## config.mk

```make
export PLATFORM = sky130hd
export DESIGN_NAME = ipv4_frame_forwarder
export DESIGN_NICKNAME = d
export VERILOG_FILES = /design/src/hw/rtl/ipv4ff_pkg.sv /design/src/hw/rtl/ipv4ff_queue.sv /design/src/hw/rtl/ipv4ff_front.sv /design/src/hw/rtl/ipv4ff_back.sv /design/src/hw/rtl/ipv4_frame_forwarder.sv
export VERILOG_INCLUDE_DIRS = /design/src /design/src/hw/rtl
export SDC_FILE = /design/constraint.sdc
export NUM_CORES = 2
export LEC_CHECK = 0
export BUFFER_PORTS_ARGS = -buffer_cell sky130_fd_sc_hd__clkbuf_2
export CAP_MARGIN = 25
export CORE_ASPECT_RATIO = 2
export CORE_UTILIZATION = 55
export CTS_BUF_LIST = sky130_fd_sc_hd__clkbuf_4
export DETAILED_ROUTE_END_ITERATION = 6
export PLACE_DENSITY = 0.72
export RECOVER_POWER = 25
export SLEW_MARGIN = 30
export SYNTH_ARGS = -nofsm -noshare
export SYNTH_HDL_FRONTEND = slang
export SYNTH_HIERARCHICAL = 1
export SYNTH_SLANG_ARGS = --single-unit
```

## constraint.sdc

```tcl
create_clock -name clk_i -period 10.9 [get_ports clk_i]
set_input_delay 2.18 -clock clk_i [delete_from_list [all_inputs] [get_ports clk_i]]
set_output_delay 2.18 -clock clk_i [all_outputs]
set_load 0.005 [all_outputs]
```

## src/hw/rtl/ipv4_frame_forwarder_defines.svh

```systemverilog
`ifndef IPV4_FRAME_FORWARDER_DEFINES_SVH
`define IPV4_FRAME_FORWARDER_DEFINES_SVH

// property that must hold on every clock edge out of reset
`define FWD_ASSERT(name, prop, msg) \
  name: assert property (@(posedge clk_i) disable iff (!rst_ni) prop) else $error(msg);

// condition that must never be seen out of reset
`define FWD_NEVER(name, cond, msg) \
  name: assert property (@(posedge clk_i) disable iff (!rst_ni) !(cond)) else $error(msg);

`endif

```

## src/hw/rtl/ipv4ff_pkg.sv

```systemverilog
`timescale 1ns / 1ps
`default_nettype none

package ipv4ff_pkg;

  localparam int ROUTE_ENTRIES = 16;
  localparam int HDR_MAX       = 37;
  localparam int HCNT_W        = $clog2(HDR_MAX + 1);
  localparam int QDEPTH        = 4;
  localparam int QPTR_W        = $clog2(QDEPTH);
  localparam int QCNT_W        = $clog2(QDEPTH + 1);

  // word offsets inside the buffered header
  localparam logic [HCNT_W-1:0] ETH_WORDS  = HCNT_W'(7);
  localparam logic [HCNT_W-1:0] IDX_TYPE   = HCNT_W'(6);
  localparam logic [HCNT_W-1:0] IDX_IHL    = HCNT_W'(7);
  localparam logic [HCNT_W-1:0] IDX_TTL    = HCNT_W'(11);
  localparam logic [HCNT_W-1:0] IDX_CSUM   = HCNT_W'(12);
  localparam logic [HCNT_W-1:0] IDX_DST_HI = HCNT_W'(15);
  localparam logic [HCNT_W-1:0] IDX_DST_LO = HCNT_W'(16);
  localparam logic [HCNT_W-1:0] IDX_SMAC0  = HCNT_W'(3);

  localparam logic [15:0] ETH_TYPE_IPV4 = 16'h0800;
  localparam logic [3:0]  IHL_MIN       = 4'd5;
  localparam logic [1:0]  BYTES_ONE     = 2'd1;
  localparam logic [1:0]  BYTES_TWO     = 2'd2;
  localparam logic        ACT_FRAME     = 1'b0;
  localparam logic        ACT_ROUTE     = 1'b1;

  typedef enum logic [2:0] {
    F_COLLECT,
    F_PASS,
    F_DROP,
    F_LOOK,
    F_ISSUE
  } front_state_e;

  typedef enum logic [1:0] {
    B_IDLE,
    B_RD,
    B_WR
  } back_state_e;

  typedef struct packed {
    logic        action;
    logic [15:0] frame_word;
    logic        word_last;
    logic [1:0]  last_bytes;
    logic [3:0]  route_index;
    logic [31:0] route_addr;
    logic [47:0] route_mac;
    logic        route_valid;
  } in_item_t;

  typedef struct packed {
    logic [15:0] out_word;
    logic        out_last;
    logic [1:0]  out_bytes;
  } out_item_t;

  // queue entry: either one payload word or one header burst command
  typedef struct packed {
    logic              is_hdr;
    logic [15:0]       word;
    logic              last;
    logic [1:0]        bytes;
    logic [47:0]       mac;
    logic [15:0]       csum;
    logic [HCNT_W-1:0] hwords;
  } q_entry_t;

  typedef struct packed {
    logic              en;
    logic [HCNT_W-1:0] addr;
    logic [15:0]       data;
  } hdr_wr_t;

  function automatic logic [15:0] oc_add(logic [15:0] a, logic [15:0] b);
    logic [16:0] s;
    s = {1'b0, a} + {1'b0, b};
    return s[15:0] + {15'd0, s[16]};
  endfunction

endpackage

`default_nettype wire

```

## src/hw/rtl/ipv4ff_queue.sv

```systemverilog
`timescale 1ns / 1ps
`default_nettype none

`include "ipv4_frame_forwarder_defines.svh"

module ipv4ff_queue (
  input  wire logic                clk_i,
  input  wire logic                rst_ni,
  input  wire logic                push_i,
  input  wire ipv4ff_pkg::q_entry_t data_i,
  output logic                     full_o,
  input  wire logic                pop_i,
  output ipv4ff_pkg::q_entry_t     data_o,
  output logic                     empty_o
);

  ipv4ff_pkg::q_entry_t               mem_q [ipv4ff_pkg::QDEPTH];
  logic [ipv4ff_pkg::QPTR_W-1:0]      wptr_q, rptr_q;
  logic [ipv4ff_pkg::QCNT_W-1:0]      cnt_q;

  assign full_o  = (cnt_q == ipv4ff_pkg::QCNT_W'(ipv4ff_pkg::QDEPTH));
  assign empty_o = (cnt_q == '0);
  assign data_o  = mem_q[rptr_q];

  always_ff @(posedge clk_i or negedge rst_ni) begin
    if (!rst_ni) begin
      wptr_q <= '0;
      rptr_q <= '0;
      cnt_q  <= '0;
    end else begin
      if (push_i) begin
        wptr_q <= (wptr_q == ipv4ff_pkg::QPTR_W'(ipv4ff_pkg::QDEPTH - 1)) ? '0 : wptr_q + 1'b1;
      end
      if (pop_i) begin
        rptr_q <= (rptr_q == ipv4ff_pkg::QPTR_W'(ipv4ff_pkg::QDEPTH - 1)) ? '0 : rptr_q + 1'b1;
      end
      if (push_i && !pop_i) begin
        cnt_q <= cnt_q + 1'b1;
      end else if (pop_i && !push_i) begin
        cnt_q <= cnt_q - 1'b1;
      end
    end
  end

  always_ff @(posedge clk_i) begin
    if (push_i) begin
      mem_q[wptr_q] <= data_i;
    end
  end

  `FWD_NEVER(a_q_overflow, push_i && full_o && !pop_i, "word pushed into full queue")
  `FWD_NEVER(a_q_underflow, pop_i && empty_o, "word popped from empty queue")
  `FWD_ASSERT(a_q_bound, cnt_q <= ipv4ff_pkg::QCNT_W'(ipv4ff_pkg::QDEPTH), "queue count past depth")

endmodule

`default_nettype wire

```

## src/hw/rtl/ipv4ff_front.sv

```systemverilog
`timescale 1ns / 1ps
`default_nettype none

module ipv4ff_front (
  input  wire logic                 clk_i,
  input  wire logic                 rst_ni,
  input  wire logic                 in_valid_i,
  output logic                      in_stall_o,
  input  wire ipv4ff_pkg::in_item_t in_item_i,
  output logic                      q_push_o,
  output ipv4ff_pkg::q_entry_t      q_data_o,
  input  wire logic                 q_full_i,
  input  wire logic                 hdr_done_i,
  output ipv4ff_pkg::hdr_wr_t       mem_wr_o
);

  localparam int W = ipv4ff_pkg::HCNT_W;

  ipv4ff_pkg::front_state_e state_q, state_d;
  logic [W-1:0]  wc_q, wc_d;
  logic [W-1:0]  hw_q, hw_d;
  logic [15:0]   acc_q, acc_d;
  logic [31:0]   dst_q, dst_d;
  logic          last_q, last_d;
  logic          busy_q, busy_d;
  logic [ipv4ff_pkg::ROUTE_ENTRIES-1:0] hitv_q;

  logic [31:0]   rdest_q  [ipv4ff_pkg::ROUTE_ENTRIES];
  logic [47:0]   rmac_q   [ipv4ff_pkg::ROUTE_ENTRIES];
  logic [ipv4ff_pkg::ROUTE_ENTRIES-1:0] ruse_q;

  logic          ready;
  logic          accept;

  always_comb begin
    case (state_q)
      ipv4ff_pkg::F_COLLECT: ready = (in_item_i.action == ipv4ff_pkg::ACT_ROUTE) || !busy_q;
      ipv4ff_pkg::F_PASS:    ready = (in_item_i.action == ipv4ff_pkg::ACT_ROUTE) || !q_full_i;
      ipv4ff_pkg::F_DROP:    ready = 1'b1;
      default:               ready = 1'b0;
    endcase
  end

  assign in_stall_o = !ready;
  assign accept     = in_valid_i && ready;

  always_comb begin
    logic [W-1:0]  cnt;
    logic [W-1:0]  hw_new;
    logic [W-1:0]  hw_eff;
    logic [15:0]   term;
    logic [15:0]   acc_in;
    logic          found;
    logic [47:0]   mac;
    logic          lst;
    logic [15:0]   wd;

    state_d  = state_q;
    wc_d     = wc_q;
    hw_d     = hw_q;
    acc_d    = acc_q;
    dst_d    = dst_q;
    last_d   = last_q;
    busy_d   = busy_q && !hdr_done_i;
    q_push_o = 1'b0;
    q_data_o = '0;
    mem_wr_o = '0;
    lst      = in_item_i.word_last;
    wd       = in_item_i.frame_word;
    cnt      = wc_q + 1'b1;
    hw_new   = ipv4ff_pkg::ETH_WORDS + W'({wd[11:8], 1'b0});
    hw_eff   = (wc_q == ipv4ff_pkg::IDX_IHL) ? hw_new : hw_q;
    acc_in   = (wc_q == ipv4ff_pkg::ETH_WORDS) ? 16'd0 : acc_q;
    term     = wd;
    found    = 1'b0;
    mac      = '0;
    if (wc_q == ipv4ff_pkg::IDX_TTL) begin
      term = {wd[15:8] - 8'd1, wd[7:0]};
    end else if (wc_q == ipv4ff_pkg::IDX_CSUM) begin
      term = 16'd0;
    end
    for (int i = ipv4ff_pkg::ROUTE_ENTRIES - 1; i >= 0; i--) begin
      if (hitv_q[i]) begin
        found = 1'b1;
        mac   = rmac_q[i];
      end
    end

    case (state_q)
      ipv4ff_pkg::F_PASS: begin
        if (accept && in_item_i.action == ipv4ff_pkg::ACT_FRAME) begin
          q_push_o       = 1'b1;
          q_data_o.word  = wd;
          q_data_o.last  = lst;
          q_data_o.bytes = (lst && in_item_i.last_bytes == ipv4ff_pkg::BYTES_ONE) ?
                           ipv4ff_pkg::BYTES_ONE : ipv4ff_pkg::BYTES_TWO;
          if (lst) begin
            state_d = ipv4ff_pkg::F_COLLECT;
            wc_d    = '0;
          end
        end
      end
      ipv4ff_pkg::F_DROP: begin
        if (accept && in_item_i.action == ipv4ff_pkg::ACT_FRAME && lst) begin
          state_d = ipv4ff_pkg::F_COLLECT;
          wc_d    = '0;
        end
      end
      ipv4ff_pkg::F_COLLECT: begin
        if (accept && in_item_i.action == ipv4ff_pkg::ACT_FRAME) begin
          mem_wr_o.en   = 1'b1;
          mem_wr_o.addr = wc_q;
          mem_wr_o.data = wd;
          wc_d          = cnt;
          if (wc_q >= ipv4ff_pkg::ETH_WORDS) begin
            acc_d = ipv4ff_pkg::oc_add(acc_in, term);
          end
          if (wc_q == ipv4ff_pkg::IDX_DST_HI) begin
            dst_d[31:16] = wd;
          end
          if (wc_q == ipv4ff_pkg::IDX_DST_LO) begin
            dst_d[15:0] = wd;
          end
          if ((wc_q == ipv4ff_pkg::IDX_TYPE && wd != ipv4ff_pkg::ETH_TYPE_IPV4) ||
              (wc_q == ipv4ff_pkg::IDX_IHL && wd[11:8] < ipv4ff_pkg::IHL_MIN)) begin
            // bad type or short IHL: drop rest of frame
            wc_d    = '0;
            state_d = lst ? ipv4ff_pkg::F_COLLECT : ipv4ff_pkg::F_DROP;
          end else begin
            if (wc_q == ipv4ff_pkg::IDX_IHL) begin
              hw_d = hw_new;
            end
            if (cnt <= ipv4ff_pkg::ETH_WORDS || cnt < hw_eff) begin
              if (lst) begin
                wc_d = '0;
              end
            end else if (lst && in_item_i.last_bytes != ipv4ff_pkg::BYTES_TWO) begin
              wc_d = '0;
            end else begin
              wc_d    = '0;
              last_d  = lst;
              state_d = ipv4ff_pkg::F_LOOK;
            end
          end
        end
      end
      ipv4ff_pkg::F_LOOK: begin
        state_d = ipv4ff_pkg::F_ISSUE;
      end
      ipv4ff_pkg::F_ISSUE: begin
        if (!found) begin
          state_d = last_q ? ipv4ff_pkg::F_COLLECT : ipv4ff_pkg::F_DROP;
        end else if (!q_full_i) begin
          q_push_o        = 1'b1;
          q_data_o.is_hdr = 1'b1;
          q_data_o.last   = last_q;
          q_data_o.bytes  = ipv4ff_pkg::BYTES_TWO;
          q_data_o.mac    = mac;
          q_data_o.csum   = ~acc_q;
          q_data_o.hwords = hw_q;
          busy_d          = 1'b1;
          state_d         = last_q ? ipv4ff_pkg::F_COLLECT : ipv4ff_pkg::F_PASS;
        end
      end
      default: begin
        state_d = ipv4ff_pkg::F_DROP;
      end
    endcase
  end

  always_ff @(posedge clk_i or negedge rst_ni) begin
    if (!rst_ni) begin
      state_q <= ipv4ff_pkg::F_COLLECT;
      wc_q    <= '0;
      hw_q    <= '0;
      busy_q  <= 1'b0;
      ruse_q  <= '0;
    end else begin
      state_q <= state_d;
      wc_q    <= wc_d;
      hw_q    <= hw_d;
      busy_q  <= busy_d;
      if (accept && in_item_i.action == ipv4ff_pkg::ACT_ROUTE) begin
        for (int i = 0; i < ipv4ff_pkg::ROUTE_ENTRIES; i++) begin
          if (int'(in_item_i.route_index) == i) begin
            ruse_q[i] <= in_item_i.route_valid;
          end
        end
      end
    end
  end

  always_ff @(posedge clk_i) begin
    acc_q  <= acc_d;
    dst_q  <= dst_d;
    last_q <= last_d;
    if (accept && in_item_i.action == ipv4ff_pkg::ACT_ROUTE) begin
      for (int i = 0; i < ipv4ff_pkg::ROUTE_ENTRIES; i++) begin
        if (int'(in_item_i.route_index) == i) begin
          rdest_q[i] <= in_item_i.route_addr;
          rmac_q[i]  <= in_item_i.route_mac;
        end
      end
    end
    // one compare per entry, registered; picked next cycle
    for (int i = 0; i < ipv4ff_pkg::ROUTE_ENTRIES; i++) begin
      hitv_q[i] <= ruse_q[i] && (rdest_q[i] == dst_q);
    end
  end

endmodule

`default_nettype wire

```

## src/hw/rtl/ipv4ff_back.sv

```systemverilog
`timescale 1ns / 1ps
`default_nettype none

`include "ipv4_frame_forwarder_defines.svh"

module ipv4ff_back (
  input  wire logic                  clk_i,
  input  wire logic                  rst_ni,
  input  wire logic                  q_empty_i,
  input  wire ipv4ff_pkg::q_entry_t  q_data_i,
  output logic                       q_pop_o,
  input  wire ipv4ff_pkg::hdr_wr_t   mem_wr_i,
  input  wire logic [47:0]           own_mac_i,
  output logic                       out_valid_o,
  input  wire logic                  out_stall_i,
  output ipv4ff_pkg::out_item_t      out_item_o,
  output logic                       hdr_done_o
);

  localparam int W = ipv4ff_pkg::HCNT_W;

  ipv4ff_pkg::back_state_e state_q, state_d;
  ipv4ff_pkg::q_entry_t    cmd_q, cmd_d;
  logic [W-1:0]            k_q, k_d;
  logic [15:0]             mem [ipv4ff_pkg::HDR_MAX];
  logic [15:0]             rdata_q;
  logic                    rd_en;
  logic                    out_valid_q;
  ipv4ff_pkg::out_item_t   out_q;
  logic                    out_free;
  logic                    load;
  ipv4ff_pkg::out_item_t   load_item;
  logic [15:0]             sub;
  logic                    k_end;

  assign out_free    = !out_valid_q || !out_stall_i;
  assign out_valid_o = out_valid_q;
  assign out_item_o  = out_q;
  assign k_end       = (k_q == cmd_q.hwords - 1'b1);

  // header word k, rewritten on the fly
  always_comb begin
    sub = rdata_q;
    if (k_q == W'(0)) begin
      sub = cmd_q.mac[47:32];
    end else if (k_q == W'(1)) begin
      sub = cmd_q.mac[31:16];
    end else if (k_q == W'(2)) begin
      sub = cmd_q.mac[15:0];
    end else if (k_q == ipv4ff_pkg::IDX_SMAC0) begin
      sub = own_mac_i[47:32];
    end else if (k_q == ipv4ff_pkg::IDX_SMAC0 + 1'b1) begin
      sub = own_mac_i[31:16];
    end else if (k_q == ipv4ff_pkg::IDX_SMAC0 + W'(2)) begin
      sub = own_mac_i[15:0];
    end else if (k_q == ipv4ff_pkg::IDX_TYPE) begin
      sub = ipv4ff_pkg::ETH_TYPE_IPV4;
    end else if (k_q == ipv4ff_pkg::IDX_TTL) begin
      sub = {rdata_q[15:8] - 8'd1, rdata_q[7:0]};
    end else if (k_q == ipv4ff_pkg::IDX_CSUM) begin
      sub = cmd_q.csum;
    end
  end

  always_comb begin
    state_d    = state_q;
    cmd_d      = cmd_q;
    k_d        = k_q;
    q_pop_o    = 1'b0;
    rd_en      = 1'b0;
    load       = 1'b0;
    load_item  = '0;
    hdr_done_o = 1'b0;
    case (state_q)
      ipv4ff_pkg::B_IDLE: begin
        if (!q_empty_i) begin
          if (q_data_i.is_hdr) begin
            q_pop_o = 1'b1;
            cmd_d   = q_data_i;
            k_d     = '0;
            state_d = ipv4ff_pkg::B_RD;
          end else if (out_free) begin
            q_pop_o              = 1'b1;
            load                 = 1'b1;
            load_item.out_word  = q_data_i.word;
            load_item.out_last  = q_data_i.last;
            load_item.out_bytes = q_data_i.bytes;
          end
        end
      end
      ipv4ff_pkg::B_RD: begin
        rd_en   = 1'b1;
        state_d = ipv4ff_pkg::B_WR;
      end
      ipv4ff_pkg::B_WR: begin
        if (out_free) begin
          load                 = 1'b1;
          load_item.out_word  = sub;
          load_item.out_last  = cmd_q.last && k_end;
          load_item.out_bytes = ipv4ff_pkg::BYTES_TWO;
          if (k_end) begin
            hdr_done_o = 1'b1;
            state_d    = ipv4ff_pkg::B_IDLE;
          end else begin
            k_d     = k_q + 1'b1;
            state_d = ipv4ff_pkg::B_RD;
          end
        end
      end
      default: begin
        state_d = ipv4ff_pkg::B_IDLE;
      end
    endcase
  end

  always_ff @(posedge clk_i or negedge rst_ni) begin
    if (!rst_ni) begin
      state_q     <= ipv4ff_pkg::B_IDLE;
      out_valid_q <= 1'b0;
    end else begin
      state_q <= state_d;
      if (out_free) begin
        out_valid_q <= load;
      end
    end
  end

  always_ff @(posedge clk_i) begin
    cmd_q <= cmd_d;
    k_q   <= k_d;
    if (load) begin
      out_q <= load_item;
    end
  end

  always_ff @(posedge clk_i) begin
    if (mem_wr_i.en) begin
      mem[mem_wr_i.addr] <= mem_wr_i.data;
    end
    if (rd_en) begin
      rdata_q <= mem[k_q];
    end
  end

  `FWD_NEVER(a_hdr_not_overwritten, mem_wr_i.en && (state_q != ipv4ff_pkg::B_IDLE), "header buffer written during burst")

endmodule

`default_nettype wire

```

## src/hw/rtl/ipv4_frame_forwarder.sv

```systemverilog
`timescale 1ns / 1ps
`default_nettype none

// channel   dir  handshake                  payload
// in        in   in_valid_i / in_stall_o    in_item_i  (frame word or route write)
// out       out  out_valid_o / out_stall_i  out_item_o (forwarded frame word)
// cfg       in   cfg_valid_i / cfg_ready_o  cfg_data_i (own MAC)
//
// Route writes and payload words go at one word per cycle when nothing stalls.
// Header words go at one per cycle while no header burst is pending; a completed
// header goes through route lookup; the back end emits each word by buffer read, then output.
// A new frame's header waits until the previous header burst has left the buffer.
// Reset clears control state, route valid bits and own MAC; no clearing pass.
// Either side may stall independently; a 4-entry queue separates them.

module ipv4_frame_forwarder (
  input  wire logic                 clk_i,
  input  wire logic                 rst_ni,
  input  wire logic                 in_valid_i,
  output logic                      in_stall_o,
  input  wire ipv4ff_pkg::in_item_t in_item_i,
  output logic                      out_valid_o,
  input  wire logic                 out_stall_i,
  output ipv4ff_pkg::out_item_t     out_item_o,
  input  wire logic                 cfg_valid_i,
  output logic                      cfg_ready_o,
  input  wire logic [47:0]          cfg_data_i
);

  logic [47:0]          own_mac_q;
  logic                 q_push;
  logic                 q_pop;
  logic                 q_full;
  logic                 q_empty;
  ipv4ff_pkg::q_entry_t q_wdata;
  ipv4ff_pkg::q_entry_t q_rdata;
  ipv4ff_pkg::hdr_wr_t  mem_wr;
  logic                 hdr_done;

  // config is to be written only while idle (the user must keep to this; the block does not enforce it); always ready
  assign cfg_ready_o = 1'b1;

  always_ff @(posedge clk_i or negedge rst_ni) begin
    if (!rst_ni) begin
      own_mac_q <= '0;
    end else if (cfg_valid_i && cfg_ready_o) begin
      own_mac_q <= cfg_data_i;
    end
  end

  // front: parse, buffer header, checksum, route lookup
  ipv4ff_front u_front (
    .clk_i      (clk_i),
    .rst_ni     (rst_ni),
    .in_valid_i (in_valid_i),
    .in_stall_o (in_stall_o),
    .in_item_i  (in_item_i),
    .q_push_o   (q_push),
    .q_data_o   (q_wdata),
    .q_full_i   (q_full),
    .hdr_done_i (hdr_done),
    .mem_wr_o   (mem_wr)
  );

  ipv4ff_queue u_queue (
    .clk_i   (clk_i),
    .rst_ni  (rst_ni),
    .push_i  (q_push),
    .data_i  (q_wdata),
    .full_o  (q_full),
    .pop_i   (q_pop),
    .data_o  (q_rdata),
    .empty_o (q_empty)
  );

  // back: header burst with rewrite, payload pass-through, output register
  ipv4ff_back u_back (
    .clk_i       (clk_i),
    .rst_ni      (rst_ni),
    .q_empty_i   (q_empty),
    .q_data_i    (q_rdata),
    .q_pop_o     (q_pop),
    .mem_wr_i    (mem_wr),
    .own_mac_i   (own_mac_q),
    .out_valid_o (out_valid_o),
    .out_stall_i (out_stall_i),
    .out_item_o  (out_item_o),
    .hdr_done_o  (hdr_done)
  );

endmodule

`default_nettype wire

```

; Word level (Yosys, flattened, before mapping)
; Memory sizes are Yosys's and may differ from the RTL's. A register that Yosys moved wholly into a read port is not among the register bits.
; Index checks and enable logic that the tools add are counted.
[word_totals]
reg_bits = 251
mem_bits_rw = 2232
memories = 4
wordCells = 495
out_inout_bits = 22
in_bits = 158
[op_classes]
magnitude_cmp = 4
reduce_logical = 105
n_mux = 256
eq_ne = 69
n_bitwise = 6
n_addsub = 12
[memory_table]
columns = name, words, width, read_ports, rd_clocked_by_memory_dff, write_ports, line_no
row1 = u_front.rmac_q, 16, 48, 16, 0, 1, ipv4ff_front.sv:29  ; logic [47:0] rmac_q [ipv4ff_pkg::ROUTE_ENTRIES];
row2 = u_back.mem, 37, 16, 1, 1, 1, ipv4ff_back.sv:25  ; logic [15:0] mem [ipv4ff_pkg::HDR_MAX];
row3 = u_front.rdest_q, 16, 32, 16, 0, 1, ipv4ff_front.sv:28  ; logic [31:0] rdest_q [ipv4ff_pkg::ROUTE_ENTRIES];
row4 = u_queue.mem_q, 4, 90, 1, 0, 1, ipv4ff_queue.sv:17  ; ipv4ff_pkg::q_entry_t mem_q [ipv4ff_pkg::QDEPTH];
[op_table]
columns = op, n
row1 = 2-to-1 mux 48 bit, 31
row2 = OR reduction 48 bit, 15
row3 = equality test 32 bit, 16
row4 = 2-to-1 mux 32 bit, 15
row5 = OR reduction 32 bit, 15
row6 = 2-to-1 mux 16 bit, 13
row7 = 2-to-1 mux 73 bit, 2
row8 = 2-to-1 mux 4 bit, 30
row9 = 2-to-1 mux 1 bit, 117
row10 = 2-to-1 mux 19 bit, 5
row11 = 2-to-1 mux 6 bit, 12
row12 = 2-to-1 mux 70 bit, 1
row13 = 2-to-1 mux 23 bit, 2
row14 = case mux 19 bit (2 select lines), 1
row15 = 2-to-1 mux 3 bit, 11
row16 = equality test 4 bit (second input constant), 8
row17 = AND reduction 2 bit, 16
row18 = equality test 6 x 3 -> 1 bit (second input constant), 5
row19 = equality test 6 x 4 -> 1 bit (second input constant), 5
row20 = logical AND 1 bit, 28
row21 = case mux 6 bit (3 select lines), 1
row22 = AND reduction 3 bit, 6
row23 = adder 16 x 16 -> 17 bit, 1
row24 = adder 16 x 1 -> 16 bit, 1
row25 = 47 further kinds, 95

; Logic depth before layout (Yosys ltp)
[logic_depth]
word_depth = 24
mapped_depth = 22
depth_no_buf = 21

; Modules after synthesis
; The synthesis kept the hierarchy.
[modules_own_cells]
columns = module, seq_area_each_um2, instances, area_per_inst_um2, cells_each
row1 = ipv4ff_front, 41029.4, 1, 56903.3, 3807
row2 = ipv4ff_back, 21215.3, 1, 28287.1, 1467
row3 = ipv4ff_queue, 10985.5, 1, 13407.9, 507
row4 = ipv4_frame_forwarder, 1201.2, 1, 1871.8, 103

; Worst setup path before layout
; OpenSTA, ideal clock, no wires.
[synth_path]
path_kind = input to register
from = input port in_item_i[104] (netlist name)
to = register u_front/ruse_q[0] (netlist name)
n_path_buf = 0
path_slack_ns = 1.484
cell_stages = 6
t_arrival_ns = 9.323
setup_time_ns = 0.093
required_ns = 10.807
cell_sequence = nor2b_1 o21ai_0 nand4_1 or3_1 nor3_1 mux2_2
[synth_via]
elab_chain_cells = 5
elab_cells_between_ends = 6
classes_between = 1 x mux / 5 x reduce/logical
[synth_lines]
columns = item, line_no
row1 = "start, declared", ipv4_frame_forwarder.sv:21  ; input wire ipv4ff_pkg::in_item_t in_item_i,
row2 = logical OR 1 bit (on tied branches), "ipv4ff_front.sv:38, ipv4ff_front.sv:37"
row3 = case mux 1 bit (3 select lines), ipv4ff_front.sv:36  ; case (state_q)
row4 = logical AND 1 bit, ipv4ff_front.sv:45  ; assign accept = in_valid_i && ready;
row5 = logical AND 1 bit (*), ipv4ff_front.sv:183  ; if (accept && in_item_i.action == ipv4ff_pkg::ACT_ROUTE) begin
row6 = AND reduction 2 bit (no line) (*), --
row7 = "end signal, assigned by index", ipv4ff_front.sv:186  ; ruse_q[i] <= in_item_i.route_valid;
row8 = "end, declared", ipv4ff_front.sv:30  ; logic [ipv4ff_pkg::ROUTE_ENTRIES-1:0] ruse_q;
; Mark *: on every way between the ends. The rest lies on a longest branch, timed or not.
; A chain may end at the register's enable or synchronous reset.

==> impl_results.html <==
<table>
<tr><th>Metric</th><th>Value</th></tr>
<tr><th colspan="2">Worst setup path</th></tr>
<tr><td>Startpoint Class</td><td>flip-flop</td></tr>
<tr><td>Ordered cell list for the critical path</td><td>clkbuf_1 &gt; buf_12 &gt; buf_4 &gt; mux4_2 &gt; a22o_1 &gt; a221oi_1 &gt; o311ai_0</td></tr>
<tr><td>Cell count along the critical path</td><td>7</td></tr>
<tr><td>Worst path arrival time</td><td>7.82 ns</td></tr>
<tr><td>Worst r2r path cells</td><td>7</td></tr>
<tr><td>Kind of critical path</td><td>flip-flop to flip-flop</td></tr>
<tr><td>Critical-path top delay cell</td><td>clkbuf_1</td></tr>
<tr><td>Largest incremental delay on the critical path</td><td>2.59 ns</td></tr>
<tr><td>Capturing element type of the critical path</td><td>flip-flop</td></tr>
<tr><td>Delay-heaviest family, CP</td><td>buffers and inverters</td></tr>
<tr><td>Worst Path Buf+Inv</td><td>3</td></tr>
<tr><td>Data required time at the worst endpoint</td><td>11.72 ns</td></tr>
<tr><td>CP max FO</td><td>76</td></tr>
<tr><th colspan="2">Synthesis</th></tr>
<tr><td>Cells after Synth</td><td>5884</td></tr>
<tr><td>Library cells used by synthesis</td><td>100</td></tr>
<tr><td>Cell area after synthesis</td><td>100500 µm²</td></tr>
<tr><td>Synth Register Bits</td><td>2499</td></tr>
<tr><td>Async set-or-reset flop fraction in the synthesized netlist</td><td>3.601%</td></tr>
<tr><td>Number of synthesis warnings</td><td>6</td></tr>
<tr><td>Synthesized net count</td><td>6084</td></tr>
<tr><td>Proportion of synthesized chip area in sequential cells</td><td>74.08%</td></tr>
<tr><td>Syn_area_per_cell</td><td>17.08 µm²</td></tr>
<tr><td>Most frequently used flop master after synthesis</td><td>edfxtp_1</td></tr>
<tr><td>Number of enable flip-flop cells after synthesis</td><td>2393</td></tr>
<tr><th colspan="2">Layout</th></tr>
<tr><td>Area taken by flip-flops and latches</td><td>74470 µm²</td></tr>
<tr><td>Final non-filler cell area</td><td>111200 µm²</td></tr>
<tr><td>Layout cells sized above 1</td><td>21.83%</td></tr>
<tr><td>Most common library cell in the layout ignoring fill and taps</td><td>edfxtp_1</td></tr>
<tr><td>Commonest cells after routing, fill and taps aside</td><td>2393 x edfxtp_1, 755 x clkbuf_4, 443 x xnor2_1, 234 x mux4_2, 220 x nand2_1</td></tr>
<tr><td>Fin nets</td><td>6610</td></tr>
<tr><td>Signed area change from the synthesized netlist to the final layout</td><td>10.66%</td></tr>
<tr><td># fillers</td><td>13130</td></tr>
<tr><td>Area of the multi-input gates</td><td>24590 µm²</td></tr>
<tr><th colspan="2">Timing</th></tr>
<tr><td>Number of max-slew violations in the final report</td><td>563</td></tr>
<tr><td>Fin Hold WS</td><td>0.4997 ns</td></tr>
<tr><td>Top achievable clock speed</td><td>142.8 MHz</td></tr>
<tr><td>Final TNS setup</td><td>0 ns</td></tr>
<tr><td>Tcrit/Tclk final</td><td>64.23%</td></tr>
<tr><td>Slew headroom</td><td>-164.9%</td></tr>
<tr><td>Unrepaired setup endpoints after global routing</td><td>no</td></tr>
<tr><td>Final worst path period need</td><td>7.001 ns</td></tr>
<tr><td>Final Hold Vio Count</td><td>0</td></tr>
<tr><td>Worst-margin pin slew</td><td>3.974 ns</td></tr>
<tr><td>Worst Clk Skew</td><td>0.1015 ns</td></tr>
<tr><td>Final setup vio count</td><td>0</td></tr>
<tr><th colspan="2">GRT</th></tr>
<tr><td>Overall routing resource usage</td><td>29.35%</td></tr>
<tr><td>Largest net degree at the start of global routing</td><td>92</td></tr>
<tr><td>Total congestion overflow after global routing</td><td>0</td></tr>
<tr><td>Antenna violations before repair</td><td>26</td></tr>
<tr><td>Global-route wire length before repair</td><td>389.1 mm</td></tr>
<tr><td>Via count of the first global-routing pass</td><td>58900</td></tr>
<tr><th colspan="2">Placement</th></tr>
<tr><td>Cell area reported after detailed placement</td><td>104300 µm²</td></tr>
<tr><td>Last weighted congestion value of the routability-driven placer</td><td>0.9467</td></tr>
<tr><td>Buffers added on ports</td><td>178</td></tr>
<tr><td>Dpl hpwl</td><td>170.8 mm</td></tr>
<tr><th colspan="2">Clock network</th></tr>
<tr><td>Resized Gates After CTS</td><td>0</td></tr>
<tr><td>Setup Buffers After CTS</td><td>0</td></tr>
<tr><td>Clock tree from TritonCTS</td><td>built</td></tr>
<tr><td>Number of buffers created by CTS</td><td>546</td></tr>
<tr><td>Register clock-pin slew on the reported worst setup and hold paths</td><td>0.07 ns</td></tr>
<tr><td>Clock tree root buffer cell</td><td>clkbuf_4</td></tr>
<tr><td>Sink count of the clock tree</td><td>2499</td></tr>
<tr><td>CTS max path bufs</td><td>4</td></tr>
<tr><td>Clock insertion delay at the later pin of the skew report</td><td>1.25 ns</td></tr>
<tr><td>CTS hold repair buffers</td><td>0</td></tr>
<tr><td>CTS H-tree depth</td><td>6</td></tr>
<tr><th colspan="2">Die</th></tr>
<tr><td>I/O pin total</td><td>180</td></tr>
<tr><td>X dimension of the die</td><td>304.2 µm</td></tr>
<tr><td>Placeable Area</td><td>181400 µm²</td></tr>
<tr><td>Starting density of the core</td><td>55.39%</td></tr>
<tr><td>Placement Rows</td><td>221</td></tr>
<tr><td>Area of the die</td><td>184500 µm²</td></tr>
<tr><td>DIE HEIGHT</td><td>606.4 µm</td></tr>
<tr><th colspan="2">Pwr</th></tr>
<tr><td>Share of total power in combinational logic</td><td>15.0%</td></tr>
<tr><td>Pwr dens</td><td>192.7 nW/µm²</td></tr>
<tr><td>Cell-internal power</td><td>15.68 mW</td></tr>
<tr><td>Leakage power figure</td><td>35.55 nW</td></tr>
<tr><td>Switch share</td><td>26.80%</td></tr>
<tr><td>Portion of total power attributed to sequential cells</td><td>51.9%</td></tr>
<tr><td>Portion of total power attributed to the clock network</td><td>33.0%</td></tr>
<tr><td>Max rail drop VDD</td><td>0.2008 mV</td></tr>
<tr><td>Power after layout</td><td>21.42 mW</td></tr>
<tr><td>Switching component of the power</td><td>5.740 mW</td></tr>
<tr><th colspan="2">Hold path</th></tr>
<tr><td>Number of cells traversed by the worst hold path</td><td>1</td></tr>
<tr><td>Classification of the worst-slack hold path</td><td>flip-flop to flip-flop</td></tr>
<tr><th colspan="2">Drt</th></tr>
<tr><td>Final ANT Viol Nets</td><td>0</td></tr>
<tr><td>Count of routing violations after the opening detailed-route iteration</td><td>5657</td></tr>
<tr><td>Via count</td><td>57500</td></tr>
<tr><td>Drt first pass iters</td><td>7</td></tr>
<tr><td>Routed WL per cell</td><td>29.73 µm</td></tr>
<tr><td>Via-per-instance ratio</td><td>6.285</td></tr>
<tr><td>DRC viols</td><td>2</td></tr>
<tr><td>Wire length after detailed routing</td><td>272.0 mm</td></tr>
<tr><th colspan="2">Status</th></tr>
<tr><td>Failing checks</td><td>design-rule violations, max-capacitance violations, max-slew violations</td></tr>
<tr><td>Result of the run</td><td>finished, violations left</td></tr>
<tr><th colspan="2">Run</th></tr>
<tr><td>Max-cap violations</td><td>29</td></tr>
</table>
==> cell families (layout without fill, tap and decap cells) <==
family                     after synthesis  after routing  synth area share, %
muxes                                  327            327                6.351
and+or+nand+nor                       1174           1174                6.350
buffers and inverters                  408           1318                1.687
other                                    1             14             0.003732
DFF                                   2499           2499                74.08
adders and majority gates               42             42               0.5380
xor gates and xnor gates               553            553                4.828
AOI/OAI and AO/OA                      880            880                6.158
==> flip-flops by register name, indices dropped and copies added, names as in the netlist, 2 cells and up <==
signal and count:
u_front/dst_q 32, u_back/mem 592, u_back/rdata_q 16, u_front/hw_q 6, u_queue/wptr_q 2, u_front/rmac_q 768
u_front/hitv_q 16, own_mac_q 48, u_queue/mem_q 360, u_front/acc_q 16, u_back/cmd_q 71, u_front/state_q 3
u_front/ruse_q 16, u_back/k_q 6, u_back/state_q 2, u_back/out_item_o 19, u_queue/cnt_q 3, u_front/wc_q 6
u_front/rdest_q 512, u_queue/rptr_q 2
==> per-layer routing <==
metal	global-route usage [%]	routed length [µm]	part of all wire (%)
met1	31.88	89670	33
met2	50.73	139300	51
met3	5.050	18930	7.0
met4	23.71	23970	8.8
met5	0	137	0.050
==> power by group through the flow <==
| stage | clock network, mW | registers, mW | logic (mW) |
|---|---|---|---|
| global route | 7.62 | 11.1 | 3.33 |
| detailed placement | 0 | 11.3 | 3.14 |
| global placement | 0 | 11.3 | 3.08 |
| CTS | 7.22 | 11.1 | 3.15 |
| floorplan | 0 | 11.2 | 1.96 |
| finish | 7.08 | 11.1 | 3.22 |
==> metrics by stage <==
step                      setup slack [ns]  cells  util [%]
after global routing                 3.757   9146     61.29
after detailed placement             4.242   8198     57.50
final                                3.899   9148     61.29
after CTS                            5.467   9130     61.26
after global placement               4.200   8194     57.42
after floorplan                      1.484   5884         -
==> synthesized netlist by cell type (all sizes together), types with 18 or more instances <==
| master | count | share of area [%] |
|---|---|---|
| buf | 82 | 0.47 |
| nand4 | 120 | 0.75 |
| inv | 48 | 0.18 |
| dfrtp | 90 | 2.2 |
| edfxtp | 2393 | 72 |
| a21oi | 178 | 0.89 |
| o311ai | 65 | 0.57 |
| xor2 | 110 | 0.97 |
| mux2 | 84 | 1.0 |
| and3b | 41 | 0.36 |
| and3 | 69 | 0.43 |
| nor2b | 63 | 0.39 |
| and2 | 116 | 0.72 |
| nand2b | 90 | 0.56 |
| o21a | 18 | 0.13 |
| a22o | 26 | 0.23 |
| o211ai | 48 | 0.36 |
| a221oi | 81 | 0.71 |
| xnor2 | 443 | 3.9 |
| mux4 | 234 | 5.2 |
| a22oi | 100 | 0.75 |
| nand2 | 221 | 0.83 |
| o21ai | 110 | 0.55 |
| nor3 | 36 | 0.19 |
| nor2 | 196 | 0.73 |
| nand3 | 85 | 0.42 |
| ha | 40 | 0.50 |
| clkbuf | 276 | 1.0 |
| o31ai | 84 | 0.63 |
| o22ai | 70 | 0.44 |
| nor4 | 78 | 0.49 |
==> final timing paths <==
| check | startpoint | end | slack, ns |
|---|---|---|---|
| max in group asynchronous | rst_ni | own_mac_q[2] | 7.09 |
| min in group asynchronous | rst_ni | u_front/ruse_q[3] | 1.88 |
| max | u_back/k_q[0] | u_back/rdata_q[15] | 3.90 |
| min | u_queue/cnt_q[2] | u_queue/cnt_q[2] | 0.50 |
| min reg2reg | u_queue/cnt_q[2] | u_queue/cnt_q[2] | 0.50 |
| max reg2reg | u_back/k_q[0] | u_back/rdata_q[15] | 3.90 |
==> cell type report <==
cell class | instances | share of cell area [%]
antenna | 13 | 0.02926
sequential | 2499 | 66.98
tap | 2341 | 2.634
timing repair buffer | 336 | 1.936
multi-input combinational | 2977 | 22.12
clock buffer | 755 | 5.098
inverter | 50 | 0.1688
clock inverter | 177 | 1.035
No activity file was read; power rests on OpenSTA's default activity.
